<file path="config.mk">
export PLATFORM = sky130hd
export DESIGN_NAME = sepf_front
export DESIGN_NICKNAME = d
export VERILOG_FILES = /design/src/hdl/sepf_pkg.sv /design/src/hdl/sepf_front.sv
export SDC_FILE = /design/constraint.sdc
export NUM_CORES = 1
export LEC_CHECK = 0
export BUFFER_PORTS_ARGS = -buffer_cell sky130_fd_sc_hd__buf_2
export CELL_PAD_IN_SITES_DETAIL_PLACEMENT = 1
export CELL_PAD_IN_SITES_GLOBAL_PLACEMENT = 1
export CORE_MARGIN = 2
export CORE_UTILIZATION = 53
export DETAILED_ROUTE_END_ITERATION = 16
export PLACE_DENSITY_LB_ADDON = 0.12
export SETUP_SLACK_MARGIN = 0.3
export SKIP_CTS_REPAIR_TIMING = 1
export SYNTH_ARGS = -nofsm -noshare
export SYNTH_HDL_FRONTEND = slang
export SYNTH_SLANG_ARGS = --single-unit
</file>
<file path="constraint.sdc">
create_clock -name clk -period 11 [get_ports clk]
set_clock_uncertainty 0.15 [all_clocks]
set_input_delay 1.1 -clock clk [delete_from_list [all_inputs] [get_ports clk]]
set_output_delay 1.1 -clock clk [all_outputs]
set_load 0.02 [all_outputs]
</file>
<file path="src/hdl/sepf_pkg.sv">
// Shared types and constants for the sub-pixel edge parabola fit core.
package sepf_pkg;

    // Field widths of the stream items.
    localparam int COORD_BITS  = 12;
    localparam int SLICE_BITS  = 10;
    localparam int SAMPLE_BITS = 16;
    localparam int GRAD_BITS   = 16;
    localparam int FRAC_BITS   = 8;
    localparam int POS_BITS    = 24;
    localparam int PAIR_BITS   = 2 * SAMPLE_BITS;

    // Packed stream widths, padded to whole bytes.
    localparam int IN_RAW_BITS  = 3 * COORD_BITS - COORD_BITS + SLICE_BITS + SAMPLE_BITS
                                  + 2 * GRAD_BITS + 4 * PAIR_BITS;
    localparam int IN_BITS      = ((IN_RAW_BITS + 7) / 8) * 8;
    localparam int OUT_RAW_BITS = 2 * POS_BITS + SLICE_BITS;
    localparam int OUT_BITS     = ((OUT_RAW_BITS + 7) / 8) * 8;
    localparam int USER_BITS    = 3;

    // Fixed-point constants (Q16).
    localparam int MIX_BITS  = 17;
    localparam int MIX_ONE   = 65536;
    localparam int K_SQRT2   = 92681;
    localparam int K_DIST    = 27132;

    // Internal widths of the datapath.
    localparam int SQ_BITS    = 2 * GRAD_BITS;
    localparam int MNUM_BITS  = 32;
    localparam int BPROD_BITS = MIX_BITS + SAMPLE_BITS;
    localparam int V_BITS     = SAMPLE_BITS + 8;
    localparam int DQ_BITS    = 17;
    localparam int DIFF_BITS  = V_BITS + 1;
    localparam int DEN_BITS   = V_BITS + 4;
    localparam int DENM_BITS  = V_BITS + 3;
    localparam int NUMM_BITS  = V_BITS + DQ_BITS;
    localparam int LO_BITS    = 24;
    localparam int HI_BITS    = NUMM_BITS - LO_BITS;
    localparam int UP_BITS    = GRAD_BITS + NUMM_BITS;
    localparam int EXT_BITS   = NUMM_BITS + 2;

    // Configuration register indexes.
    localparam int CFG_IDX_BITS = 2;
    typedef enum logic [CFG_IDX_BITS-1:0] {
        CFG_X_LOW  = 2'd0,
        CFG_X_HIGH = 2'd1,
        CFG_Y_LOW  = 2'd2,
        CFG_Y_HIGH = 2'd3
    } cfg_idx_t;

    typedef struct packed {
        logic [COORD_BITS-1:0] x_low;
        logic [COORD_BITS-1:0] x_high;
        logic [COORD_BITS-1:0] y_low;
        logic [COORD_BITS-1:0] y_high;
    } cfg_t;

    // Fields the back stages carry along up to stage 6.
    typedef struct packed {
        logic [COORD_BITS-1:0]        px;
        logic [COORD_BITS-1:0]        py;
        logic [SLICE_BITS-1:0]        pz;
        logic                         border;
        logic [SAMPLE_BITS-1:0]       mag;
        logic signed [GRAD_BITS-1:0]  gx;
        logic signed [GRAD_BITS-1:0]  gy;
    } base_t;

    typedef struct packed {
        base_t                  b;
        logic [SAMPLE_BITS-1:0] fa;
        logic [SAMPLE_BITS-1:0] ba;
        logic [SAMPLE_BITS-1:0] fd;
        logic [SAMPLE_BITS-1:0] bd;
        logic                   m_zero;
    } fit_tag_t;

    // Queue entry written by the front part.
    typedef struct packed {
        fit_tag_t             t;
        logic [GRAD_BITS-1:0] ax;
        logic [GRAD_BITS-1:0] ay;
        logic [GRAD_BITS-1:0] m;
    } front_item_t;

    typedef struct packed {
        fit_tag_t             t;
        logic [MNUM_BITS-1:0] mnum;
    } mix_tag_t;

    typedef struct packed {
        logic [COORD_BITS-1:0]       px;
        logic [COORD_BITS-1:0]       py;
        logic [SLICE_BITS-1:0]       pz;
        logic                        border;
        logic                        nofit;
        logic                        neg;
        logic signed [GRAD_BITS-1:0] gx;
        logic signed [GRAD_BITS-1:0] gy;
    } root_tag_t;

endpackage

</file>
<file path="src/hdl/sepf_front.sv">
// Front part: accepts edgels, classifies border and sides, and queues them.
module sepf_front #(
    parameter int DEPTH = 4
) (
    input  logic                          clk,
    input  logic                          rst_n,
    input  logic                          s_tvalid,
    output logic                          s_tready,
    input  logic [sepf_pkg::IN_BITS-1:0]  s_tdata,
    input  sepf_pkg::cfg_t                cfg,
    input  logic                          pop,
    output logic                          q_valid,
    output sepf_pkg::front_item_t         q_item
);

    localparam int PTR_W = $clog2(DEPTH);
    localparam int CNT_W = $clog2(DEPTH + 1);

    logic [sepf_pkg::COORD_BITS-1:0]      px, py;
    logic [sepf_pkg::SLICE_BITS-1:0]      pz;
    logic [sepf_pkg::SAMPLE_BITS-1:0]     mag;
    logic signed [sepf_pkg::GRAD_BITS-1:0] gx, gy;
    logic [sepf_pkg::PAIR_BITS-1:0]       p_ew, p_ns, p_md, p_ad;
    logic [sepf_pkg::SAMPLE_BITS-1:0]     n_e, n_w, n_n, n_s, n_ne, n_sw, n_nw, n_se;
    logic [sepf_pkg::GRAD_BITS-1:0]       ax, ay;
    logic                                 xpos, ypos;
    sepf_pkg::front_item_t                item;

    sepf_pkg::front_item_t mem_reg [DEPTH];
    logic [PTR_W-1:0]      wr_ptr_reg, wr_ptr_next;
    logic [PTR_W-1:0]      rd_ptr_reg, rd_ptr_next;
    logic [CNT_W-1:0]      count_reg, count_next;
    logic                  push, do_pop;

    // Unpack the input transfer, first field in the lowest bits.
    assign px   = s_tdata[11:0];
    assign py   = s_tdata[23:12];
    assign pz   = s_tdata[33:24];
    assign mag  = s_tdata[49:34];
    assign gx   = s_tdata[65:50];
    assign gy   = s_tdata[81:66];
    assign p_ew = s_tdata[113:82];
    assign p_ns = s_tdata[145:114];
    assign p_md = s_tdata[177:146];
    assign p_ad = s_tdata[209:178];

    assign n_e  = p_ew[sepf_pkg::PAIR_BITS-1 -: sepf_pkg::SAMPLE_BITS];
    assign n_w  = p_ew[sepf_pkg::SAMPLE_BITS-1:0];
    assign n_n  = p_ns[sepf_pkg::PAIR_BITS-1 -: sepf_pkg::SAMPLE_BITS];
    assign n_s  = p_ns[sepf_pkg::SAMPLE_BITS-1:0];
    assign n_ne = p_md[sepf_pkg::PAIR_BITS-1 -: sepf_pkg::SAMPLE_BITS];
    assign n_sw = p_md[sepf_pkg::SAMPLE_BITS-1:0];
    assign n_nw = p_ad[sepf_pkg::PAIR_BITS-1 -: sepf_pkg::SAMPLE_BITS];
    assign n_se = p_ad[sepf_pkg::SAMPLE_BITS-1:0];

    // Classify: border test, gradient magnitudes and forward/back neighbors.
    always_comb
    begin
        xpos = !gx[sepf_pkg::GRAD_BITS-1];
        ypos = !gy[sepf_pkg::GRAD_BITS-1];
        ax   = xpos ? gx : (~gx + 1'b1);
        ay   = ypos ? gy : (~gy + 1'b1);

        item.t.b.px     = px;
        item.t.b.py     = py;
        item.t.b.pz     = pz;
        item.t.b.mag    = mag;
        item.t.b.gx     = gx;
        item.t.b.gy     = gy;
        item.t.b.border = (px <= cfg.x_low) || (py <= cfg.y_low) ||
                          (px >= cfg.x_high) || (py >= cfg.y_high);
        item.ax = ax;
        item.ay = ay;
        item.m  = (ax < ay) ? ax : ay;
        item.t.m_zero = (item.m == '0);

        if (ax >= ay)
        begin
            item.t.fa = xpos ? n_e : n_w;
            item.t.ba = xpos ? n_w : n_e;
        end
        else
        begin
            item.t.fa = ypos ? n_n : n_s;
            item.t.ba = ypos ? n_s : n_n;
        end
        item.t.fd = xpos ? (ypos ? n_ne : n_se) : (ypos ? n_nw : n_sw);
        item.t.bd = xpos ? (ypos ? n_sw : n_nw) : (ypos ? n_se : n_ne);
    end

    // Queue between front and back.
    assign s_tready = (count_reg != CNT_W'(DEPTH));
    assign q_valid  = (count_reg != '0);
    assign q_item   = mem_reg[rd_ptr_reg];
    assign push     = s_tvalid && s_tready;
    assign do_pop   = pop && q_valid;

    always_comb
    begin
        wr_ptr_next = wr_ptr_reg;
        rd_ptr_next = rd_ptr_reg;
        if (push)
            wr_ptr_next = (wr_ptr_reg == PTR_W'(DEPTH - 1)) ? '0 : wr_ptr_reg + 1'b1;
        if (do_pop)
            rd_ptr_next = (rd_ptr_reg == PTR_W'(DEPTH - 1)) ? '0 : rd_ptr_reg + 1'b1;
        count_next = count_reg + CNT_W'(push) - CNT_W'(do_pop);
    end

    always_ff @(posedge clk or negedge rst_n)
    begin
        if (!rst_n)
        begin
            wr_ptr_reg <= '0;
            rd_ptr_reg <= '0;
            count_reg  <= '0;
        end
        else
        begin
            wr_ptr_reg <= wr_ptr_next;
            rd_ptr_reg <= rd_ptr_next;
            count_reg  <= count_next;
        end
    end

    always_ff @(posedge clk)
    begin
        if (push)
            mem_reg[wr_ptr_reg] <= item;
    end

endmodule

</file>
Word level (Yosys, flattened, before mapping)
Memories as Yosys holds them, arrays and structs flattened.
Index checks and enable logic that the tools add are counted.
Storage, ports and cells
  memory bits (read-only): 0
  register bits: 7
  memories kept: 1
  memory bits (writable): 784
  word-level logic and storage cells: 46
  input port bits: 268
  output and inout bits: 198
  bits in latches: 0
Memory list
  mem_reg: words 4, width 196, read ports 1, clocked after Yosys merged registers in 0, wr ports 1, RTL line sepf_front.sv:29  | sepf_pkg::front_item_t mem_reg [DEPTH];
Operators by class
  shift-type cells: 0
  multipliers: 0
  $add $sub $neg: 6
  mux-type cells: 18
  equal/unequal tests: 3
  reductions and logical operators: 7
  bitwise operators: 2
  divide/modulo/power cells: 0
  order comparisons: 6
Operators by type and width (number)
  $mux W16: 13
  $add A16 B1 Y16 const B: 2
  $mux W32: 1
  $not A16 Y16: 2
  $ge A12 B12 Y1: 2
  $le A12 B12 Y1: 2
  $ge A16 B16 Y1: 1
  $logic_not A16 Y1: 1
  $lt A16 B16 Y1: 1
  $add A2 B1 Y2 const B: 2
  $eq A2 B2 Y1 const B: 2
  $mux W2: 2
  $add A3 B1 Y3: 1
  $logic_or A1 B1 Y1: 3
  $ne A3 B3 Y1 const B: 1
  $reduce_bool A3 Y1: 1
  $sub A3 B1 Y3: 1
  $logic_and A1 B1 Y1: 2
  $mux W1: 2

Depth between registers and ports, before layout
Gate-level depths: netlist (run 1).
  word-level depth: 6
  gate-level depth with buffers: 15
  gate-level depth less buffers: 14

Least setup slack after synthesis (run 1)
OpenSTA, ideal clock, no wires.
  path type: input to register
  from: in s_tvalid
  to: mem mem_reg[1][0] (netlist name) (enable)
  data required time: 10.270 ns
  path slack: 4.686 ns
  path buffers: 0
  stages on the path: 1
  data arrival time: 5.584 ns
  setup time: 0.580 ns
  cells stage by stage: and3_1
Between the ends
  cells in the longest elaborated chain, start to end: 3
Ends and longest elaborated chain
  start, declared: RTL line sepf_front.sv:7  | input logic s_tvalid,
  $logic_and A1 B1 Y1: RTL line sepf_front.sv:95  | assign push = s_tvalid && s_tready;
  $mux W1: RTL line sepf_front.sv:127  | if (push)
  $mux W1 (not written as such): RTL line sepf_front.sv:128  | mem_reg[wr_ptr_reg] <= item;
  end, declared: RTL line sepf_front.sv:29
No other way between the ends.

==> summary.md, run 1 <==
| Metric | Value |
|---|---|
| Synth cell types | `61` |
| Sequential share of the synthesized area | `71.7%` |
| Die ar. | `63800 um^2` |
| Vias | `17.6k` |
| Total clock sinks | `783` |
| Post-synth EDFFs | `776` |
| Total Wirelength | `80.3 mm` |
| Kind of start point of the critical path | `input port` |
| Starting Density | `53.3%` |
| Leakage | `13.6 nW` |
| R2R setup slack | `7410 ps` |
| Sequential power share | `41.3%` |
| Initial antenna violation count | `19` |
| Final number of hold-violating endpoints | `0` |
| Run status | `completed` |
| Slack of the critical path | `5380 ps` |
| Most common cell in the synthesized netlist | `edfxtp_1` |
| Final setup TNS | `0 ps` |
| Worst Setup End Kind | `flip-flop` |
| Pwr Density | `266 nW/um^2` |
| First drt pass iteration count | `5` |
| CTS root buf | `clkbuf_16` |
| Clk_lat worst skew | `600 ps` |
| Multi-input gate area | `8650 um^2` |
| Final Cycle Share | `51.1%` |
| CTS clock-pin slew for the worst setup and hold paths | `60 ps` |
| R2r startpoint | `count_reg[1]$_DFF_PN0_` |
| Pwr Total | `10.2 mW` |
| Worst R2R Path Depth | `5` |
| Max Buffers Root-to-Sink | `3` |
| Core area | `61400 um^2` |
| CTS tree | `built` |
| Worst rel slew slack | `25.2%` |
| Switch share | `33.4%` |
| Largest fanout on the critical path | `64` |
| Worst reg2reg path endpoint | `mem_reg[1][40]$_DFFE_PP_` |
| Nets | `2455` |
| GPL Wtd Cong | `0.829` |
| Placement Setup Slack | `4810 ps` |
| Logic pwr share | `33.0%` |
| Post-Synthesis Cells | `1632` |
| Largest net degree at the start of global routing | `160` |
| Final HPWL DP | `52.7 mm` |
| P_int | `6.80 mW` |
| Global-route wire length before repair | `120 mm` |
| Ys async rst share | `0.894%` |
| Max frequency | `178 MHz` |
| MaxCap Viol Count | `0` |
| Top_reg_cell synth | `edfxtp_1` |
| Area share of the largest cell type after synthesis | `71.2%` |
| Syn_nets | `1974` |
| Critical Path Max Stage Delay | `900 ps` |
| Routed Antenna Nets | `0` |
| H-Tree Depth | `3` |
| Drt first-iter violations | `1347` |
| Register area | `23500 um^2` |
| RSZ-0062 raised after global routing | `false` |
| Max reg flops | `776` |
| Vias in the first global route | `18.9k` |
| Crit-path cells | `buf_2, nor3_1, nand3_1, nor4b_1, inv_1, ha_1, nand4_1, nor2_1, a221o_1, a211o_1, nor2_4, buf_4, a211oi_1, a21oi_1` |
| Area Overhead vs Synth | `17.4%` |
| Post-route DRC | `0` |
| TritonCTS Buffers | `80` |
| Total grt overflow | `0` |
| Worst min path class | `in2async` |
| Post-synth top cells | `edfxtp_1, mux4_2, inv_1, ha_1, a21oi_1` |
| I/O Pins | `466` |
| Minimum clock period | `5620 ps` |
| Dominant cells by area after synthesis | `edfxtp_1, mux4_2, ha_1` |
| Slew Limit Fails | `0` |
| Die Ht | `253 um` |
| Worst EP arrival | `5810 ps` |
| Yosys warns | `0` |
| Layout cells sized above 1 | `38.8%` |
| Setup CP Type | `in2reg` |
| Worst Path Required | `11190 ps` |
| Register bit total from synthesis | `783` |
| Via-to-Cell Ratio | `5.92` |
| Post-Syn Area per Cell | `20.1 um^2` |
| CP max stage cell | `nor4b_1` |
| Clock Power Share | `25.6%` |
| Sw power | `3.42 mW` |
| Worst-margin pin slew | `1120 ps` |
| Endpoints failing setup | `0` |
| I/O Buffers | `459` |
| Fillers | `5334` |
| Yosys top cell by area | `edfxtp_1` |
| Routed WL per cell | `27.0 um` |
| Chip width | `253 um` |
| Synthesized area | `32700 um^2` |
| FP Rows | `91` |
| Worst vdd ir | `0.198 mV` |
| GRT Util Overall | `25.6%` |
-- metal layers --
metal	routed length, um	global-route usage, %
met5	50	0
met4	2570	9.33
met3	5080	6.30
met2	41500	42.8
met1	31100	32.7
-- layout make-up --
cell class	count	share of cell area, %
clock buffers	101	5.47
repair buffers	481	6.48
inverters	78	0.762
multi-input cells	689	22.5
well taps	790	2.57
flip-flops and latches	783	61.1
diodes	16	0.104
clock inverters	39	1.03
-- placed cells by master (no fill, tap or decap), types with 33 or more instances in the layout --
cell type and instances:
ha_1 73, mux2i_1 34, edfxtp_1 776, a21oi_1 65
nor2b_1 37, mux4_2 226, buf_2 457, clkbuf_16 81
a211oi_1 33, inv_1 77
-- per-stage QoR --
stage	std cells	cell area [um^2]	util [%]	hold slack, ps
after floorplan	1632	32700	-	310
after global placement	2821	35900	58.5	332
after detailed placement	2821	35900	58.5	347
after CTS	2961	38400	62.6	139
after global routing	2972	38400	62.6	151
final	2977	38400	62.6	174
-- worst max-delay path: cells and delay by family --
kind	cells	cell delay (ps)
and+or+nand+nor	6	1870
AOI/OAI and AO/OA	4	1580
buffers and inverters	3	850
adders and majority gates	1	330
-- power by group through the flow --
stage / Combinational, mW / Clock [mW] / Sequential (mW)
2_1_floorplan: 2.28 / 0 / 4.28
3_3_place_gp: 3.39 / 0 / 4.23
3_5_place_dp: 3.44 / 0 / 4.29
4_1_cts: 3.45 / 2.67 / 4.24
5_1_grt: 3.59 / 2.78 / 4.28
6_report: 3.38 / 2.62 / 4.22
-- logic make-up (layout without fill, tap and decap cells) --
logic type,count (synthesis),in the layout,synth area share (%)
AND/OR/NAND/NOR,158,158,2.73
buffers and inverters,160,699,1.95
adder cells (fa/ha/maj),74,74,2.85
XOR/XNOR,30,30,0.826
flip-flops,783,783,71.7
multiplexers,264,264,16.7
other,0,16,0
AO/OA/AOI/OAI,163,163,3.20
-- worst max-delay path by stage --
stage / startpoint / endpoint / slack [ps] / cells past startpoint
after floorplan: s_tvalid / mem_reg[1][0]$_DFFE_PP_ / 4690 / 1
after global placement: s_tdata[77] / mem_reg[2][96]$_DFFE_PP_ / 5020 / 13
after detailed placement: s_tdata[66] / mem_reg[2][96]$_DFFE_PP_ / 4810 / 14
after CTS: s_tdata[66] / mem_reg[2][96]$_DFFE_PP_ / 5430 / 14
after global routing: s_tdata[66] / mem_reg[2][96]$_DFFE_PP_ / 4830 / 14
final: s_tdata[66] / mem_reg[2][96]$_DFFE_PP_ / 5380 / 14
Power figures use the tool's default switching activity.
==> run 2, diff against run 1 <==
- ABC_AREA: default -> 1
- CORE_UTILIZATION: 53 -> 46
- clock period: 11 -> 5.7 ns (I/O delays scaled with it)
==> run 2 against run 1 <==
Effect of this change: via count rose by 36%; critical path depth is 9 lower; register-to-register slack got worse by 4700 ps; sequential share of layout area fell by 1.9 points; setup slack worse by 3700 ps; critical path type is now reg2out; largest power group unchanged.
==> summary.md, run 2 <==
| Metric | Value |
|---|---|
| Post-synth EDFFs | `776 (unchanged)` |
| Starting Density | `46.2% (was 53.3%)` |
| Area Overhead vs Synth | `18.0% (was 17.4%)` |
| Leakage | `14.8 nW (was 13.6 nW)` |
| Vias in the first global route | `25.3k (was 18.9k)` |
| Crit path to | `q_item[85] (was mem_reg[2][96]$_DFFE_PP_)` |
| GPL Wtd Cong | `0.828 (was 0.829)` |
| Final HPWL DP | `58.6 mm (was 52.7 mm)` |
| Dominant cells by area after synthesis | `edfxtp_1, o21ai_0, nor2_1 (was edfxtp_1, mux4_2, ha_1)` |
| Endpoints failing setup | `0 (unchanged)` |
| GRT Util Overall | `25.0% (was 25.6%)` |
| Drt first-iter violations | `1464 (was 1347)` |
| I/O Buffers | `459 (unchanged)` |
| Placed Cells | `4105 (was 2821)` |
| Die ar. | `75300 um^2 (was 63800 um^2)` |
| Worst rel slew slack | `26.0% (was 25.2%)` |
| H-Tree Depth | `3 (unchanged)` |
| Worst hold slack | `11.8 ps (was 174 ps)` |
| Clock Power Share | `25.7% (was 25.6%)` |
| R2r startpoint | `count_reg[1]$_DFF_PN0_ (unchanged)` |
| Global-route wire length before repair | `144 mm (was 120 mm)` |
| Most common cell in the synthesized netlist | `edfxtp_1 (unchanged)` |
| Post-synth top cells | `edfxtp_1, nor2_1, o21ai_0, nand2_1, o22ai_1 (was edfxtp_1, mux4_2, inv_1, ha_1, a21oi_1)` |
| Nets | `3587 (was 2455)` |
| Worst R2R Path Depth | `6 (was 5)` |
| Worst min path class | `in2reg (was in2async)` |
| Die Ht | `274 um (was 253 um)` |
| Clk_lat worst skew | `620 ps (was 600 ps)` |
| CTS clock-pin slew for the worst setup and hold paths | `60 ps (about the same)` |
| Run status | `completed (unchanged)` |
| Worst Setup SP | `rd_ptr_reg[0]$_DFFE_PN0P_ (was s_tdata[66])` |
| R2R setup slack | `2680 ps (was 7410 ps)` |
| Most common cell after layout, fill and taps aside | `edfxtp_1 (unchanged)` |
| Area share of the largest cell type after synthesis | `69.3% (was 71.2%)` |
| Setup CP Type | `reg2out (was in2reg)` |
| Initial antenna violation count | `7 (was 19)` |
| Worst EP arrival | `3260 ps (was 5810 ps)` |
| Cell area after layout | `39700 um^2 (was 38400 um^2)` |
| Yosys top cell by area | `edfxtp_1 (unchanged)` |
| MaxCap Viol Count | `0 (unchanged)` |
| Max Buffers Root-to-Sink | `3 (unchanged)` |
| CTS root buf | `clkbuf_16 (unchanged)` |
| Max frequency | `251 MHz` |
| Routed WL per cell | `22.4 um (was 27.0 um)` |
| Synthesized area | `33600 um^2 (was 32700 um^2)` |
| Core area | `72700 um^2 (was 61400 um^2)` |
| P_int | `12.9 mW (was 6.80 mW)` |
| Final Cycle Share | `69.8%` |
| Most frequent cells in the layout | `edfxtp_1, o21ai_0, nor2_1 (was edfxtp_1, buf_2, mux4_2)` |
| Largest net degree at the start of global routing | `196 (was 160)` |
| Sequential power share | `37.8% (was 41.3%)` |
| Largest fanout on the critical path | `153 (was 64)` |
| Chip width | `274 um (was 253 um)` |
| Sequential share of the synthesized area | `69.8% (was 71.7%)` |
| FP Rows | `99 (was 91)` |
| Ys async rst share | `0.894% (unchanged)` |
| Worst-margin pin slew | `1110 ps (was 1120 ps)` |
| Register bit total from synthesis | `783 (unchanged)` |
| Total clock sinks | `783 (unchanged)` |
| Sw power | `8.28 mW (was 3.42 mW)` |
| Worst Setup End Kind | `output port (was flip-flop)` |
| Total grt overflow | `0 (unchanged)` |
| Routed Antenna Nets | `0 (unchanged)` |
| Pwr Total | `21.2 mW (was 10.2 mW)` |
| Final setup TNS | `0 ps (unchanged)` |
| TritonCTS Buffers | `85 (was 80)` |
| Vias | `23.9k (was 17.6k)` |
| Minimum clock period | `3980 ps` |
| Total Wirelength | `95.5 mm (was 80.3 mm)` |
| Switch share | `39.0% (was 33.4%)` |
| Post-Synthesis Cells | `2826 (was 1632)` |
| Post-Place Cell Area | `36800 um^2 (was 35900 um^2)` |
| CTS tree | `built (unchanged)` |
| Layout cells sized above 1 | `19.6% (was 38.8%)` |
| RSZ-0062 raised after global routing | `false (unchanged)` |
| Logic pwr share | `36.5% (was 33.0%)` |
| Syn_nets | `3168 (was 1974)` |
| Yosys warns | `0 (unchanged)` |
| Worst reg2reg path endpoint | `mem_reg[2][49]$_DFFE_PP_ (was mem_reg[1][40]$_DFFE_PP_)` |
| Slack of the critical path | `1720 ps (was 5380 ps)` |
| Post-Syn Area per Cell | `11.9 um^2 (was 20.1 um^2)` |
| Worst vdd ir | `0.821 mV (was 0.198 mV)` |
| Pwr Density | `535 nW/um^2 (was 266 nW/um^2)` |
| Slew Limit Fails | `0 (unchanged)` |
| Max reg flops | `776 (unchanged)` |
| Top_reg_cell synth | `edfxtp_1 (unchanged)` |
| Post-route DRC | `0 (unchanged)` |
| Register area | `23500 um^2 (unchanged)` |
| Via-to-Cell Ratio | `5.60 (was 5.92)` |
| Final number of hold-violating endpoints | `0 (unchanged)` |
| I/O Pins | `466 (unchanged)` |
| First drt pass iteration count | `5 (unchanged)` |
| Multi-input gate area | `8860 um^2 (was 8650 um^2)` |
| Worst Path Required | `4980 ps (was 11190 ps)` |
| Fillers | `7566 (was 5334)` |
| Kind of start point of the critical path | `flip-flop (was input port)` |
| Non-filler instance count after layout | `4273 (was 2977)` |
| Finished Core Util | `54.5% (was 62.6%)` |
| Placement Setup Slack | `1410 ps (was 4810 ps)` |
| Synth cell types | `42 (was 61)` |
run 2: cell types whose count changed in the layout (fill, tap and decap cells not counted), sizes merged, moves of 17 or more:
cell    change
nor2      +475
nor2b      -37
mux4      -226
a211oi     -30
o22ai     +226
inv        +79
nand2     +201
a21oi      -35
o21ai     +513
a21o       -17
run 2: how the worst min path moves through the flow:
stage,from,cells past startpoint,to,slack (ps)
final,s_tdata[27],1,mem_reg[2][165]$_DFFE_PP_,10
after global routing,s_tdata[38],1,mem_reg[3][149]$_DFFE_PP_,0.02
after CTS,rst_n,1,rd_ptr_reg[0]$_DFFE_PN0P_,-420
after detailed placement,rst_n,1,count_reg[1]$_DFF_PN0_,270
after global placement,rst_n,1,count_reg[1]$_DFF_PN0_,260
after floorplan,rst_n,0,count_reg[0]$_DFF_PN0_,120
run 2: worst max-delay path: stages, from the launching register on:
cell and delay (ps):
dfrtp_4 690, inv_8 670, buf_4 500, o21ai_0 160, o22ai_1 260, buf_2 220
run 2: power groups by stage:
stage | sequential (mW) | combinational [mW] | clock [mW]
after floorplan | 8.19 | 4.75 | 0
after global placement | 8.06 | 7.59 | 0
after detailed placement | 8.13 | 7.82 | 0
after CTS | 8.03 | 7.87 | 5.56
after global routing | 8.11 | 8.42 | 5.79
final | 8.02 | 7.74 | 5.45
run 2: area by class of cell:
| type | instances | share of cell area [%] |
|---|---|---|
| clock inverter | 49 | 1.28 |
| tap | 959 | 3.03 |
| inverter | 159 | 1.54 |
| clock buffer | 103 | 5.69 |
| timing repair buffer | 505 | 6.87 |
| antenna | 4 | 0.0252 |
| sequential | 783 | 59.2 |
| multi-input combinational | 1711 | 22.3 |
run 2: cells by family (layout without fill, tap and decap cells):
family / after synthesis / count (layout) / synth area share, %
compound gates: 804 / 804 / 12.9
simple gates: 788 / 788 / 9.26
flops: 783 / 783 / 69.8
buf+inv: 332 / 816 / 3.90
fa+ha+maj: 74 / 74 / 2.78
mux: 32 / 32 / 0.953
xor+xnor: 13 / 13 / 0.339
other cells: 0 / 4 / 0
run 2: layer usage:
metal | GRT usage [%] | vias up | part of all wire (%)
li1 | - | 11100 | -
met3 | 4.91 | 122 | 5.4
met5 | 0 | - | 0.043
met2 | 44.3 | 543 | 52
met4 | 7.67 | 6 | 2.3
met1 | 30.9 | 12100 | 41
==> run 3, diff against run 2 <==
- ABC_AREA: 1 -> 0
- CORE_UTILIZATION: 46 -> 49
- clock period: 5.7 -> 3.95 ns (I/O delays scaled with it)
==> run 3 against run 2 <==
Effect of this change: critical path depth up 10; routed wire length down 9.6%; cell count down 24%; global-route usage down 0.34 points; utilization up 7.5 points; largest power group unchanged; sequential share of layout area down 1.8 points; clock power up 44%; hold slack better by 9.7 ps.
==> summary.md, run 3 (synthesized netlist as in run 1, its figures left out) <==
| Metric | Value |
|---|---|
| Run status | `completed (unchanged)` |
| Logic pwr share | `34.2% (was 36.5%)` |
| Worst Path Required | `4230 ps (was 4980 ps)` |
| CP max stage cell | `or4_4 (was dfrtp_4)` |
| Worst hold slack | `21.5 ps (was 11.8 ps)` |
| Kind of start point of the critical path | `input port (was flip-flop)` |
| Most frequent CP cell | `o31ai_4` |
| Routed WL per cell | `26.7 um (was 22.4 um)` |
| Max reg flops | `776 (unchanged)` |
| Crit-path cells | `buf_2, nor4_4, buf_4, nand3_2, o31ai_4, xor2_1, inv_1, ha_1, nand4_1, nor2_1, a221o_1, a211o_4, or2_4, or4_4, o31ai_4 (was inv_8, buf_4, o21ai_0, o22ai_1, buf_2)` |
| Core area | `66000 um^2 (was 72700 um^2)` |
| Routed Antenna Nets | `0 (unchanged)` |
| Clk_lat worst skew | `610 ps (was 620 ps)` |
| Slack of the critical path | `376 ps (was 1720 ps)` |
| Total Wirelength | `86.4 mm (was 95.5 mm)` |
| Placed Cells | `3008 (was 4105)` |
| Fillers | `5782 (was 7566)` |
| Sequential power share | `39.5% (was 37.8%)` |
| MaxCap Viol Count | `0 (unchanged)` |
| Largest net degree at the start of global routing | `91 (was 196)` |
| Layout cells sized above 1 | `43.1% (was 19.6%)` |
| Final setup TNS | `0 ps (unchanged)` |
| P_int | `19.9 mW (was 12.9 mW)` |
| Die Ht | `262 um (was 274 um)` |
| Worst vdd ir | `0.480 mV (was 0.821 mV)` |
| Max Buffers Root-to-Sink | `3 (unchanged)` |
| Max frequency | `280 MHz` |
| H-Tree Depth | `3 (unchanged)` |
| Critical Path Max Stage Delay | `540 ps (was 690 ps)` |
| Endpoints failing setup | `0 (unchanged)` |
| Leakage | `14.8 nW (about the same)` |
| Vias | `18.6k (was 23.9k)` |
| I/O Pins | `466 (unchanged)` |
| Final number of hold-violating endpoints | `0 (unchanged)` |
| RSZ-0062 raised after global routing | `false (unchanged)` |
| Global-route wire length before repair | `127 mm (was 144 mm)` |
| GRT Util Overall | `24.7% (was 25.0%)` |
| Largest fanout on the critical path | `4 (was 153)` |
| FP Rows | `94 (was 99)` |
| Nets | `2645 (was 3587)` |
| Pwr Density | `729 nW/um^2 (was 535 nW/um^2)` |
| Post-route DRC | `0 (unchanged)` |
| First drt pass iteration count | `5 (unchanged)` |
| Drt first-iter violations | `1169 (was 1464)` |
| Sw power | `9.93 mW (was 8.28 mW)` |
| R2r startpoint | `count_reg[2]$_DFF_PN0_ (was count_reg[1]$_DFF_PN0_)` |
| Placement Setup Slack | `-364 ps (was 1410 ps)` |
| Via-to-Cell Ratio | `5.74 (was 5.60)` |
| Worst EP arrival | `3860 ps (was 3260 ps)` |
| CTS clock-pin slew for the worst setup and hold paths | `60 ps (about the same)` |
| Startpoint of the lowest-slack hold path | `pop (was s_tdata[27])` |
| Final Cycle Share | `90.5%` |
| Cell depth of the worst hold path | `3 (was 1)` |
| Worst reg2reg path endpoint | `count_reg[2]$_DFF_PN0_ (was mem_reg[2][49]$_DFFE_PP_)` |
| CTS root buf | `clkbuf_16 (unchanged)` |
| Total grt overflow | `0 (unchanged)` |
| Worst min path class | `in2reg (unchanged)` |
| Most frequent cells in the layout | `edfxtp_1, buf_2, mux4_2 (was edfxtp_1, o21ai_0, nor2_1)` |
| Pwr Total | `29.8 mW (was 21.2 mW)` |
| Initial antenna violation count | `13 (was 7)` |
| CTS tree | `built (unchanged)` |
| Final HPWL DP | `56.9 mm (was 58.6 mm)` |
| GPL Wtd Cong | `0.866 (was 0.828)` |
| Most common cell after layout, fill and taps aside | `edfxtp_1 (unchanged)` |
| Setup CP Type | `in2reg (was reg2out)` |
| Starting Density | `49.6% (was 46.2%)` |
| Area Overhead vs Synth | `25.0% (was 18.0%)` |
| Die ar. | `68900 um^2 (was 75300 um^2)` |
| Vias in the first global route | `19.8k (was 25.3k)` |
| Switch share | `33.3% (was 39.0%)` |
| Worst rel slew slack | `27.9% (was 26.0%)` |
| Non-filler instance count after layout | `3240 (was 4273)` |
| Worst R2R Path Depth | `10 (was 6)` |
| TritonCTS Buffers | `84 (was 85)` |
| Worst Setup End Kind | `flip-flop (was output port)` |
| Worst-margin pin slew | `1080 ps (was 1110 ps)` |
| Slew Limit Fails | `0 (unchanged)` |
| I/O Buffers | `459 (unchanged)` |
| Worst Hold End | `rd_ptr_reg[0]$_DFFE_PN0P_ (was mem_reg[2][165]$_DFFE_PP_)` |
| Clock Power Share | `26.3% (was 25.7%)` |
| R2R setup slack | `1470 ps (was 2680 ps)` |
| Minimum clock period | `3570 ps` |
| Chip width | `262 um (was 274 um)` |
| Total clock sinks | `783 (unchanged)` |
[run 3: power groups by stage]
stage / registers (mW) / logic (mW) / clock network (mW)
6_report: 11.8 / 10.2 / 7.84
5_1_grt: 11.9 / 10.8 / 8.28
4_1_cts: 11.8 / 10.2 / 7.99
3_5_place_dp: 12.0 / 10.1 / 0
3_3_place_gp: 11.8 / 10.0 / 0
2_1_floorplan: 11.6 / 6.36 / 0
[run 3: cell type report]
class	instances	area [um^2]	share of cell area [%]
Sequential cell	783	23500	57.4
Clock inverter	51	482	1.18
Antenna cell	9	22.5	0.0550
Timing Repair Buffer	667	4420	10.8
Inverter	78	293	0.715
Clock buffer	99	2260	5.53
Tap cell	864	1080	2.64
Multi-Input combinational cell	689	8880	21.7
[run 3: critical path: cells and delay by family]
| family | cells | cell delay, ps |
|---|---|---|
| AO/OA/AOI/OAI | 4 | 1000 |
| XOR/XNOR | 1 | 270 |
| adder cells (fa/ha/maj) | 1 | 290 |
| buffers and inverters | 3 | 410 |
| AND/OR/NAND/NOR | 6 | 1490 |
[run 3: stage by stage]
stage / instance area (um^2) / util [%]
2_1_floorplan: 32800 / -
3_3_place_gp: 37200 / 56.4
3_5_place_dp: 37200 / 56.4
4_1_cts: 40000 / 60.6
5_1_grt: 40900 / 62.0
6_report: 40900 / 62.0
[run 3: worst max path at each step]
stage                     cells after the start                        end   startpoint  slack, ps
after floorplan                              13   mem_reg[0][48]$_DFFE_PP_  s_tdata[53]        210
after global placement                       16   mem_reg[0][95]$_DFFE_PP_  s_tdata[53]       -200
after detailed placement                     15   mem_reg[2][48]$_DFFE_PP_  s_tdata[53]       -360
after CTS                                    16  mem_reg[3][108]$_DFFE_PP_  s_tdata[53]        210
after global routing                         15   mem_reg[0][48]$_DFFE_PP_  s_tdata[53]        240
final                                        15   mem_reg[0][48]$_DFFE_PP_  s_tdata[53]        380
[run 3: metal layers]
layer,vias to the layer above,share of wire (%),track usage [%]
li1,8077,-,-
met4,10,3.0,7.86
met3,153,5.6,5.67
met5,-,0.076,0
met2,548,52,42.3
met1,9799,39,31.5
